--- src/rtl/vit_pkg.sv ---
// ----------------------------------------------------------------------------
// vit_pkg
// Shared constants and types for the K=3, rate-1/2 hard-decision decoder.
// ----------------------------------------------------------------------------
package vit_pkg;

    // Trellis geometry
    localparam int MAX_STAGES = 64;
    localparam int NUM_STATES = 4;
    localparam int ADDR_W     = $clog2(MAX_STAGES);
    localparam int CNT_W      = $clog2(MAX_STAGES + 1);
    localparam int METRIC_W   = 8;
    localparam int STATE_W    = 2;

    // Configuration register map (word index)
    localparam logic REG_TERMINATED = 1'b0;

    // One add-compare-select request: the two predecessors of a state
    typedef struct packed {
        logic [METRIC_W-1:0] pm_a;     // predecessor with D2 = 0
        logic [METRIC_W-1:0] pm_b;     // predecessor with D2 = 1
        logic                reach_a;
        logic                reach_b;
        logic                u;        // input bit leading into the state
        logic                hi;       // D1 of the predecessors
        logic                rx0;      // received first bit
        logic                rx1;      // received second bit
    } t_acs_req;

    // Outcome of one add-compare-select step
    typedef struct packed {
        logic [METRIC_W-1:0] best;
        logic                dec;
        logic                found;
    } t_acs_res;

endpackage

--- src/rtl/vit_ram.sv ---
// ----------------------------------------------------------------------------
// vit_ram
// Generic single-write, single-read RAM with registered read data.
// ----------------------------------------------------------------------------
module vit_ram #(
    parameter int WIDTH = 4,
    parameter int DEPTH = 64
) (
    input  logic                     i_clk,
    input  logic                     i_wr_en,
    input  logic [$clog2(DEPTH)-1:0] i_wr_addr,
    input  logic [WIDTH-1:0]         i_wr_data,
    input  logic [$clog2(DEPTH)-1:0] i_rd_addr,
    output logic [WIDTH-1:0]         o_rd_data
);

    logic [WIDTH-1:0] r_mem [DEPTH];
    logic [WIDTH-1:0] r_rd_data;

    // Write port and registered read port
    always_ff @(posedge i_clk) begin
        if (i_wr_en) begin
            r_mem[i_wr_addr] <= i_wr_data;
        end
        r_rd_data <= r_mem[i_rd_addr];
    end

    assign o_rd_data = r_rd_data;

endmodule

--- src/rtl/vit_acs.sv ---
// ----------------------------------------------------------------------------
// vit_acs
// Shared add-compare-select unit: Hamming branch metrics for both
// predecessors of one state, then pick the smaller (D2 = 0 wins ties).
// ----------------------------------------------------------------------------
module vit_acs (
    input  vit_pkg::t_acs_req i_req,
    output vit_pkg::t_acs_res o_res
);

    logic [1:0]                  bm_a;
    logic [1:0]                  bm_b;
    logic [vit_pkg::METRIC_W:0]  cand_a;
    logic [vit_pkg::METRIC_W:0]  cand_b;
    logic                        g0_a;
    logic                        g1_a;

    // Branch metrics: predecessor D2=0 emits (u, u^hi), D2=1 the complement
    assign g0_a   = i_req.u;
    assign g1_a   = i_req.u ^ i_req.hi;
    assign bm_a   = {1'b0, g0_a ^ i_req.rx0} + {1'b0, g1_a ^ i_req.rx1};
    assign bm_b   = {1'b0, ~g0_a ^ i_req.rx0} + {1'b0, ~g1_a ^ i_req.rx1};
    assign cand_a = {1'b0, i_req.pm_a} + {{(vit_pkg::METRIC_W-1){1'b0}}, bm_a};
    assign cand_b = {1'b0, i_req.pm_b} + {{(vit_pkg::METRIC_W-1){1'b0}}, bm_b};

    // Compare-select; unreachable predecessors never compete
    always_comb begin
        o_res = '0;
        priority if (i_req.reach_a && (!i_req.reach_b || cand_a <= cand_b)) begin
            o_res.best  = cand_a[vit_pkg::METRIC_W-1:0];
            o_res.dec   = 1'b0;
            o_res.found = 1'b1;
        end else if (i_req.reach_b) begin
            o_res.best  = cand_b[vit_pkg::METRIC_W-1:0];
            o_res.dec   = 1'b1;
            o_res.found = 1'b1;
        end else begin
            o_res = '0;
        end
    end

endmodule

--- src/rtl/viterbi_decoder_k3_rate_half.sv ---
// ----------------------------------------------------------------------------
// viterbi_decoder_k3_rate_half
// Hard-decision Viterbi decoder, K=3, rate 1/2, generators 5 and 7 (octal).
// ----------------------------------------------------------------------------
// A pair is taken when start is high and busy is low. One add-compare-select
// unit visits the four states in turn, and busy stays high until all four are
// done, so a new pair is taken only once the last one is through. On the pair
// marked block_end (or the 64th pair) the block then chooses the start state,
// traces back stage by stage (one survivor RAM read each), and then streams
// one result per cycle, oldest stage first, on o_strobe. The results of a
// block come on consecutive cycles and cannot be held off; o_run_end marks
// the last one.
// ----------------------------------------------------------------------------
module viterbi_decoder_k3_rate_half (
    input  logic        i_clk,
    input  logic        i_rst_n,
    // Command interface
    input  logic        start,
    output logic        busy,
    input  logic        i_coded_first,
    input  logic        i_coded_second,
    input  logic        i_block_end,
    // Result interface
    output logic        o_strobe,
    output logic        o_decoded_bit,
    output logic        o_fixed_first,
    output logic        o_fixed_second,
    output logic [7:0]  o_final_metric,
    output logic        o_run_end,
    // Configuration port
    input  logic        psel,
    input  logic        penable,
    input  logic        pwrite,
    input  logic [2:0]  paddr,
    input  logic [31:0] pwdata,
    output logic [31:0] prdata,
    output logic        pready
);

    // Sequencer states
    localparam logic [2:0] S_IDLE  = 3'd0;
    localparam logic [2:0] S_ACS   = 3'd1;
    localparam logic [2:0] S_PICK  = 3'd2;
    localparam logic [2:0] S_TB_RD = 3'd3;
    localparam logic [2:0] S_TB_WR = 3'd4;
    localparam logic [2:0] S_EMIT  = 3'd5;

    localparam int AW = vit_pkg::ADDR_W;
    localparam int CW = vit_pkg::CNT_W;
    localparam int MW = vit_pkg::METRIC_W;
    localparam int NS = vit_pkg::NUM_STATES;

    logic [2:0]                      r_state;
    logic                            r_term;
    logic                            r_rx0;
    logic                            r_rx1;
    logic                            r_end;
    logic [vit_pkg::STATE_W-1:0]     r_d;
    logic [MW-1:0]                   r_pm     [NS];
    logic [MW-1:0]                   r_pm_new [NS];
    logic [NS-1:0]                   r_reach;
    logic [NS-1:0]                   r_reach_new;
    logic [NS-1:0]                   r_dec;
    logic [CW-1:0]                   r_cnt;
    logic [CW-1:0]                   r_k;
    logic [vit_pkg::STATE_W-1:0]     r_s;
    logic                            r_have;
    logic [MW-1:0]                   r_best;
    logic [MW-1:0]                   r_metric;
    logic                            r_vld;
    logic                            r_last;

    vit_pkg::t_acs_req               acs_req;
    vit_pkg::t_acs_res               acs_res;
    logic                            accept;
    logic                            cfg_wr;
    logic                            surv_we;
    logic [NS-1:0]                   surv_wdata;
    logic [NS-1:0]                   surv_q;
    logic [AW-1:0]                   surv_raddr;
    logic                            res_we;
    logic [2:0]                      res_wdata;
    logic [2:0]                      res_q;
    logic [AW-1:0]                   res_addr_tb;
    logic [MW-1:0]                   pick_pm;
    logic                            pick_take;
    logic                            tb_dec;
    logic                            tb_u;
    logic                            tb_hi;
    logic                            emit_last;

    assign accept = start && !busy;
    assign busy   = (r_state != S_IDLE);

    // Configuration port
    assign pready = 1'b1;
    assign cfg_wr = psel && penable && pwrite && (paddr[2] == vit_pkg::REG_TERMINATED);
    assign prdata = (paddr[2] == vit_pkg::REG_TERMINATED) ? {31'd0, r_term} : 32'd0;

    // Shared add-compare-select unit: predecessors of state d are {0,hi} and {1,hi}
    always_comb begin
        acs_req.pm_a    = r_pm[{1'b0, r_d[1]}];
        acs_req.pm_b    = r_pm[{1'b1, r_d[1]}];
        acs_req.reach_a = r_reach[{1'b0, r_d[1]}];
        acs_req.reach_b = r_reach[{1'b1, r_d[1]}];
        acs_req.u       = r_d[0];
        acs_req.hi      = r_d[1];
        acs_req.rx0     = r_rx0;
        acs_req.rx1     = r_rx1;
    end

    vit_acs u_acs (
        .i_req (acs_req),
        .o_res (acs_res)
    );

    // Survivor store: one decision word per stage
    assign surv_we    = (r_state == S_ACS) && (r_d == 2'd3);
    assign surv_wdata = {acs_res.dec, r_dec[2:0]};
    assign surv_raddr = AW'(r_k - CW'(1));

    vit_ram #(
        .WIDTH (NS),
        .DEPTH (vit_pkg::MAX_STAGES)
    ) u_surv_ram (
        .i_clk     (i_clk),
        .i_wr_en   (surv_we),
        .i_wr_addr (r_cnt[AW-1:0]),
        .i_wr_data (surv_wdata),
        .i_rd_addr (surv_raddr),
        .o_rd_data (surv_q)
    );

    // Traceback step: decision of the current state gives the predecessor
    assign tb_dec      = surv_q[r_s];
    assign tb_u        = r_s[0];
    assign tb_hi       = r_s[1];
    assign res_we      = (r_state == S_TB_WR);
    assign res_wdata   = {tb_u, tb_u ^ tb_dec, tb_u ^ tb_hi ^ tb_dec};
    assign res_addr_tb = AW'(r_k - CW'(1));

    // Result store, written newest first, read oldest first
    vit_ram #(
        .WIDTH (3),
        .DEPTH (vit_pkg::MAX_STAGES)
    ) u_res_ram (
        .i_clk     (i_clk),
        .i_wr_en   (res_we),
        .i_wr_addr (res_addr_tb),
        .i_wr_data (res_wdata),
        .i_rd_addr (r_k[AW-1:0]),
        .o_rd_data (res_q)
    );

    // Start-state search over the reachable states
    assign pick_pm   = r_pm[r_d];
    assign pick_take = r_reach[r_d] && (!r_have || pick_pm < r_best);
    assign emit_last = (r_k == r_cnt - CW'(1));

    // Sequencer and trellis state
    always_ff @(posedge i_clk) begin
        if (!i_rst_n) begin
            r_state <= S_IDLE;
            r_term  <= 1'b1;
            r_reach <= NS'(1);
            r_cnt   <= '0;
            r_vld   <= 1'b0;
            r_last  <= 1'b0;
            for (int i = 0; i < NS; i++) begin
                r_pm[i] <= '0;
            end
        end else begin
            if (cfg_wr) begin
                r_term <= pwdata[0];
            end
            // Result strobe follows the emit cycle that fetched the stage
            r_vld  <= (r_state == S_EMIT);
            r_last <= (r_state == S_EMIT) && emit_last;
            unique case (r_state)
                S_IDLE: begin
                    if (accept) begin
                        r_rx0   <= i_coded_first;
                        r_rx1   <= i_coded_second;
                        r_end   <= i_block_end;
                        r_d     <= '0;
                        r_state <= S_ACS;
                    end
                end
                S_ACS: begin
                    r_pm_new[r_d]    <= acs_res.best;
                    r_reach_new[r_d] <= acs_res.found;
                    r_dec[r_d]       <= acs_res.dec;
                    r_d              <= r_d + 2'd1;
                    if (r_d == 2'd3) begin
                        // Commit the new stage
                        for (int i = 0; i < NS - 1; i++) begin
                            r_pm[i] <= r_pm_new[i];
                        end
                        r_pm[NS-1] <= acs_res.best;
                        r_reach    <= {acs_res.found, r_reach_new[2:0]};
                        r_cnt      <= r_cnt + CW'(1);
                        r_have     <= 1'b0;
                        r_s        <= '0;
                        if (r_end || r_cnt == CW'(vit_pkg::MAX_STAGES - 1)) begin
                            r_state <= S_PICK;
                        end else begin
                            r_state <= S_IDLE;
                        end
                    end
                end
                S_PICK: begin
                    r_d <= r_d + 2'd1;
                    if (r_d == 2'd3) begin
                        r_k     <= r_cnt;
                        r_state <= S_TB_RD;
                        if (r_term) begin
                            r_s      <= '0;
                            r_metric <= r_pm[0];
                        end else begin
                            r_s      <= pick_take ? r_d : r_s;
                            r_metric <= pick_take ? pick_pm : r_best;
                        end
                    end else if (pick_take) begin
                        r_best <= pick_pm;
                        r_s    <= r_d;
                        r_have <= 1'b1;
                    end
                end
                S_TB_RD: begin
                    r_state <= S_TB_WR;
                end
                S_TB_WR: begin
                    r_s <= {tb_dec, tb_hi};
                    r_k <= r_k - CW'(1);
                    if (r_k == CW'(1)) begin
                        r_state <= S_EMIT;
                    end else begin
                        r_state <= S_TB_RD;
                    end
                end
                S_EMIT: begin
                    r_k <= r_k + CW'(1);
                    if (emit_last) begin
                        // Back to the reset trellis
                        r_reach <= NS'(1);
                        r_cnt   <= '0;
                        for (int i = 0; i < NS; i++) begin
                            r_pm[i] <= '0;
                        end
                        r_state <= S_IDLE;
                    end
                end
                default: begin
                    r_state <= S_IDLE;
                end
            endcase
        end
    end

    // Result ports
    assign o_strobe       = r_vld;
    assign o_decoded_bit  = res_q[2];
    assign o_fixed_first  = res_q[1];
    assign o_fixed_second = res_q[0];
    assign o_final_metric = r_metric;
    assign o_run_end      = r_last;

endmodule

--- config.mk ---
export PLATFORM = sky130hd
export DESIGN_NAME = viterbi_decoder_k3_rate_half
export DESIGN_NICKNAME = d
export VERILOG_FILES = /design/src/rtl/vit_pkg.sv /design/src/rtl/vit_ram.sv /design/src/rtl/vit_acs.sv /design/src/rtl/viterbi_decoder_k3_rate_half.sv
export SDC_FILE = /design/constraint.sdc
export NUM_CORES = 1
export LEC_CHECK = 0
export CAP_MARGIN = 30
export CORE_MARGIN = 2
export CORE_UTILIZATION = 40
export CTS_CLUSTER_DIAMETER = 150
export DETAILED_ROUTE_END_ITERATION = 8
export DONT_BUFFER_PORTS = 1
export GPL_ROUTABILITY_DRIVEN = 0
export PLACE_DENSITY = 0.62
export SLEW_MARGIN = 15
export SYNTH_ARGS = -nofsm -noshare
export SYNTH_HDL_FRONTEND = slang
export SYNTH_SLANG_ARGS = --single-unit
export TNS_END_PERCENT = 50
--- constraint.sdc ---
create_clock -name i_clk -period 7.5 [get_ports i_clk]
set_clock_uncertainty 0.05 [all_clocks]
set_input_delay 1.5 -clock i_clk [delete_from_list [all_inputs] [get_ports i_clk]]
set_output_delay 1.5 -clock i_clk [all_outputs]
set_load 0.02 [all_outputs]
==> results.json, run 1 <==
{
  "status": "completed",
  "die_x_um": 253,
  "rsz0062_at_grt": "false",
  "synth-seq-cells": 567,
  "totalWireLength_um": 58500,
  "cts_tree": "done",
  "synth_edf_count": 525,
  "cts-root-buf": "clkbuf_16",
  "n_fill_cell": 5434,
  "slowest_stage": "edfxtp_1",
  "cell_internal_pwr_mw": 5.17,
  "io_pins": 91,
  "swShare": 0.218,
  "diodes": 0,
  "path_cells": "inv_1 -> ha_1 -> xnor2_1 -> inv_1 -> fa_1 -> nand4b_1 -> a222oi_1 -> xor2_1 -> ha_1 -> nand4_1 -> nor2_1 -> a41oi_1 -> a2bb2oi_1 -> nor2b_4 -> buf_12 -> buf_4",
  "drt-wirelength-per-cell_um": 22.6,
  "clkLatencyLatePin_ns": 0.67,
  "synth_area_leaders": "edfxtp_1, mux4_2, dfxtp_1",
  "drc": 0,
  "cap_viol_max_count": 0,
  "synthCells": 1718,
  "finalMaxSlewViolations": 0,
  "fin_setup_tns_ns": 0,
  "via_per_inst": 5.62,
  "area_growth_pct": 10.9,
  "drt_iter0_drc": 1604,
  "htreeDepth": 2,
  "ys_types": 73,
  "hold_buffers": 0,
  "combPwrFrac": 0.044,
  "grt_overflow": 0,
  "grt_max_degree": 72,
  "cts.sinks": 567,
  "post_cts_buffers": 0,
  "dpl.hpwl_um": 36500,
  "period_share": 0.638,
  "setup.worst_path.class": "register to register",
  "slew_headroom": 0.387,
  "critPathRequiredTime_ns": 7.84,
  "grt_pass1_wl_um": 89500,
  "p_per_area_nw_per_um2": 240,
  "cts_resized": 0,
  "die_height_um": 253,
  "antenna_found_initial": 0,
  "worst_pin_slew_ns": 0.913,
  "gr-usage-all-layers": 0.184,
  "ant_nets": 0,
  "finalSetupViolCount": 0,
  "cp-end-kind": "register",
  "fin_nets": 1778,
  "synth_top_area_frac": 0.634,
  "hp-class": "register to register",
  "hold_viol_final": 0,
  "core_area_um2": 61600,
  "cp_max_fo": 34,
  "synth.avg_cell_area_um2": 14.5,
  "synthFlopType": "edfxtp_1",
  "yosys_warnings": 0,
  "cp-start-kind": "register",
  "ir_worst_vdd_v": 0.000195,
  "numCtsBuffers": 57,
  "layout-drive-gt1-share": 0.140,
  "dr.pass1.iters": 5,
  "critPathArrivalTime_ns": 5.13,
  "fin_crit_ns": 4.79,
  "p_switching_mw": 1.44,
  "p_leak_nw": 9.08,
  "cts_max_path_buffers": 3,
  "yosysTopAreaCell": "edfxtp_1",
  "max_freq_mhz": 209,
  "clkSlewWorstSetupHoldPaths_ns": 0.06,
  "grt_pass1_vias": 14500,
  "ys_seq_area_frac": 0.668,
  "num_vias": 14500,
  "num_rows": 91,
  "critPathMaxStageDelay_ns": 0.55,
  "initial_utilization": 0.403,
  "async_flop_share": 0,
  "netlist_area_um2": 24800,
  "whs_ns": 0.403,
  "seq_power_share": 0.527,
  "io_buffers": 0,
  "dieArea_um2": 64100,
  "p_clk_frac": 0.429
}
cells by family after synthesis:
logic type,count (synthesis),share of synthesized area
fa+ha+maj,29,0.0152
buf+inv,162,0.0313
flops,567,0.668
mux,176,0.115
compound gates,213,0.0584
other cells,2,0.000302
simple gates,532,0.0984
xor+xnor,37,0.0130
synthesized netlist by cell type (all sizes together), types with 9 or more instances:
cell type	count
and2	9
dfxtp	42
o21ai	44
mux2i	65
mux4	85
buf	75
edfxtp	525
a21oi	44
a211oi	15
nand2	144
a221oi	18
and3	33
mux2	26
ha	27
nand2b	11
nor2b	12
or3	9
nand4	9
xor2	17
clkbuf	60
nor2	190
a22o	12
xnor2	20
nor3	28
inv	26
nand3	53
a31oi	17
a211o	10
registers in the layout, summed over array words and instances (netlist names), 7 cells and up, named ones only:
| register | cells |
|---|---|
| u_surv_ram.r_mem | 256 |
| r_cnt | 7 |
| r_pm | 32 |
| r_best | 8 |
| u_res_ram.r_mem | 192 |
| r_pm_new | 24 |
| o_final_metric | 8 |
| r_k | 7 |
power groups by stage:
| stage | sequential [mW] | clock (mW) | combinational (mW) |
|---|---|---|---|
| 5_1_grt | 3.48 | 2.99 | 0.324 |
| 2_1_floorplan | 3.53 | 0 | 0.235 |
| 3_5_place_dp | 3.56 | 0 | 0.276 |
| 6_report | 3.48 | 2.83 | 0.290 |
| 4_1_cts | 3.49 | 2.88 | 0.278 |
| 3_3_place_gp | 3.56 | 0 | 0.271 |
final cells by class:
| cell class | count | area [µm²] | area share |
|---|---|---|---|
| clock buffer | 71 | 1510 | 0.0548 |
| clock inverter | 34 | 365 | 0.0133 |
| inverter | 27 | 101 | 0.00368 |
| multi-input combinational | 1019 | 7630 | 0.277 |
| sequential | 567 | 16600 | 0.603 |
| tap | 837 | 1050 | 0.0380 |
| timing repair buffer | 33 | 285 | 0.0104 |
through the flow:
step	setup WS, ns	total power, mW	instances	util	area, µm²
global route	2.26	6.80	2588	0.447	27500
floorplan	1.38	3.77	1748	-	25000
detailed placement	2.20	3.84	2480	0.416	25600
finish	2.71	6.61	2588	0.447	27500
global placement	2.37	3.83	2477	0.415	25600
CTS	2.19	6.65	2585	0.446	27500
per-layer routing:
metal	wire length, µm	share of wire	vias to the layer above	global-route usage
met4	1540	0.026	0	0.0602
li1	-	-	6481	-
met3	4400	0.075	100	0.0331
met5	0	0	-	0
met2	27600	0.47	580	0.290
met1	25000	0.43	7372	0.259
worst paths after layout:
kind	cells past startpoint	to	from	slack [ns]
setup / recovery	16	u_surv_ram.r_mem[20][3]	r_d[1]	2.71
hold / removal	1	r_reach[0]	r_reach_new[0]	0.40
setup reg to reg	16	u_surv_ram.r_mem[20][3]	r_d[1]	2.71
hold reg to reg	1	r_reach[0]	r_reach_new[0]	0.40
cells in the final DEF, fill, tap and decap left out, types with 11 or more instances in the layout:
| cell | n |
|---|---|
| a211oi_1 | 15 |
| a21oi_1 | 43 |
| a221oi_1 | 18 |
| a22o_1 | 12 |
| a31oi_1 | 17 |
| and3_1 | 33 |
| buf_4 | 29 |
| clkbuf_1 | 11 |
| clkbuf_16 | 57 |
| clkinv_1 | 16 |
| conb_1 | 32 |
| dfxtp_1 | 41 |
| edfxtp_1 | 525 |
| ha_1 | 26 |
| inv_1 | 25 |
| mux2_2 | 26 |
| mux2i_1 | 65 |
| mux4_2 | 85 |
| nand2_1 | 144 |
| nand2b_1 | 11 |
| nand3_1 | 53 |
| nor2_1 | 189 |
| nor2b_1 | 11 |
| nor3_1 | 28 |
| o21ai_0 | 44 |
| xnor2_1 | 19 |
| xor2_1 | 15 |
worst max-delay path: cells and delay by family, from the launching register on:
family,cells,cell delay (ns)
AO/OA/AOI/OAI,3,0.85
XOR/XNOR,2,0.50
adder cells (fa/ha/maj),3,1.10
buffers and inverters,4,0.78
flip-flops,1,0.55
AND/OR/NAND/NOR,4,0.68
Note: power is estimated with default switching activity, not from simulation.
==> run 2: changes to the inputs <==
- PLACE_DENSITY: 0.62 -> 0.64
- clock period: 7.5 -> 4.4 ns (I/O delays scaled with it)
==> run 2 against run 1 <==
Against the previous run: register-to-register slack worse by 2.5 ns; setup slack worse by 2.5 ns; routed wire length up 0.55%; count of clock-buffer cells in the layout down 8; global-route usage down 0.25 points; cell count up 0.81%; design area up 1.4%; die area unchanged; power up 76%; critical path depth up 1; core utilization up 0.63 points; hold slack worse by 0.13 ns; critical path type unchanged.
==> results.json, run 2 (synthesized netlist as in run 1, its figures left out) <==
{
  "status": "completed",
  "fin_nets": 1798,
  "hold_viol_final": 0,
  "period_share": 0.942,
  "worst_pin_slew_ns": 0.941,
  "ant_nets": 0,
  "hold_buffers": 0,
  "cts-root-buf": "clkbuf_16",
  "cp_max_fo": 17,
  "grt_max_degree": 85,
  "dp_cells": 2498,
  "final_common_cell": "edfxtp_1",
  "final_cell_mix": "edfxtp_1, nor2_1, nand2_1",
  "fin_setup_tns_ns": 0,
  "setup.worst_path.class": "register to register",
  "area_growth_pct": 12.4,
  "critPathRequiredTime_ns": 4.71,
  "clkSlewWorstSetupHoldPaths_ns": 0.06,
  "die_x_um": 253,
  "rsz0062_at_grt": "false",
  "numCtsBuffers": 57,
  "gr-usage-all-layers": 0.182,
  "htreeDepth": 2,
  "layout-drive-gt1-share": 0.155,
  "num_vias": 14700,
  "drc": 0,
  "clkLatencyLatePin_ns": 0.64,
  "drt_iter0_drc": 1386,
  "critPathArrivalTime_ns": 4.45,
  "finalSetupViolCount": 0,
  "top_regs": "u_surv_ram.r_mem x256, u_res_ram.r_mem x192, r_pm x32",
  "fin_crit_ns": 4.14,
  "io_pins": 91,
  "totalWireLength_um": 58800,
  "antenna_found_initial": 0,
  "via_per_inst": 5.62,
  "initial_utilization": 0.403,
  "p_per_area_nw_per_um2": 417,
  "slew_headroom": 0.373,
  "hp-class": "input port to register",
  "n_fill_cell": 5366,
  "cp-end-kind": "register",
  "dieArea_um2": 64100,
  "cap_viol_max_count": 0,
  "grt_pass1_wl_um": 88300,
  "ir_worst_vdd_v": 0.000279,
  "grt_overflow": 0,
  "cp-start-kind": "register",
  "fin_util": 0.453,
  "cts_max_path_buffers": 3,
  "diodes": 0,
  "final_cells": 2609,
  "num_rows": 91,
  "critPathMaxStageDelay_ns": 0.48,
  "path_cells": "inv_1 -> ha_1 -> xnor2_2 -> buf_4 -> fa_1 -> a221oi_1 -> nand2_1 -> xor2_1 -> ha_1 -> nand4_1 -> nor2_1 -> a41oi_2 -> a2bb2oi_2 -> buf_4 -> nor2b_4 -> buf_12 -> clkbuf_16",
  "cts_tree": "done",
  "seq_area_um2": 16600,
  "io_buffers": 0,
  "dr.pass1.iters": 8,
  "die_height_um": 253,
  "whs_ns": 0.275,
  "grt_pass1_vias": 14600,
  "largest_register_ff_count": 256,
  "max_freq_mhz": 241,
  "dpl.hpwl_um": 36500,
  "p_leak_nw": 9.30,
  "p_total_mw": 11.7,
  "drt-wirelength-per-cell_um": 22.5,
  "regMostFlops": "u_surv_ram.r_mem",
  "slowest_stage": "a221oi_1",
  "finalMaxSlewViolations": 0,
  "cts.sinks": 567,
  "core_area_um2": 61600,
  "multiInputGateArea_um2": 7650
}
==> run 2: cell count changes in the layout (fill, tap and decap cells not counted), sizes merged <==
cell    previous run  this run
bufinv             5        12
buf               32        51
inv               26        27
clkbuf            72        65
clkinv            26        27
==> run 2: worst paths after layout <==
kind | from | end | slack (ns) | cells after the start
worst min register to register | r_reach_new[0] | r_reach[0] | 0.40 | 1
worst min-delay path | i_rst_n | r_term | 0.27 | 1
worst max-delay path | r_d[0] | u_surv_ram.r_mem[60][3] | 0.26 | 17
worst max register to register | r_d[0] | u_surv_ram.r_mem[60][3] | 0.26 | 17
==> run 2: metrics by stage <==
stage	setup slack [ns]	instance area (µm²)
after global routing	0.0104	27900
after detailed placement	0.189	25800
after global placement	0.242	25800
after floorplan	0.0121	25000
after CTS	0.131	27800
final	0.257	27900
==> run 2: per-layer routing <==
metal / vias to the layer above / GRT usage / wire length, µm
met5: - / 0 / 0
met4: 0 / 0.0583 / 1470
met3: 98 / 0.0371 / 4340
met2: 604 / 0.292 / 28100
met1: 7423 / 0.248 / 25000
li1: 6536 / - / -
==> run 2: what timing repair did <==
action                                  4_1_cts  5_1_grt
gates resized for setup                       0        2
buffers inserted                              0        2
endpoints found under the setup margin        0       96
==> run 2: power by group <==
part / internal (mW) / total, mW / switching [mW]
Sequential: 5.89 / 5.92 / 0.0325
Clock: 3.10 / 5.20 / 2.10
Combinational: 0.201 / 0.539 / 0.337
Total: 9.19 / 11.7 / 2.47
==> run 2: final cells by class <==
cell class / count / share of cell area
Clock buffer: 63 / 0.0522
Clock inverter: 43 / 0.0202
Inverter: 27 / 0.00363
Multi-Input combinational cell: 1019 / 0.274
Sequential cell: 567 / 0.595
Tap cell: 837 / 0.0375
Timing Repair Buffer: 53 / 0.0179
==> run 2: critical path: cells and delay by family, from the launching register on <==
family / cells / cell delay [ns]
AO/OA/AOI/OAI: 3 / 0.79
flip-flops: 1 / 0.39
buffers and inverters: 5 / 0.74
adder cells (fa/ha/maj): 3 / 1.06
AND/OR/NAND/NOR: 4 / 0.47
XOR/XNOR: 2 / 0.36
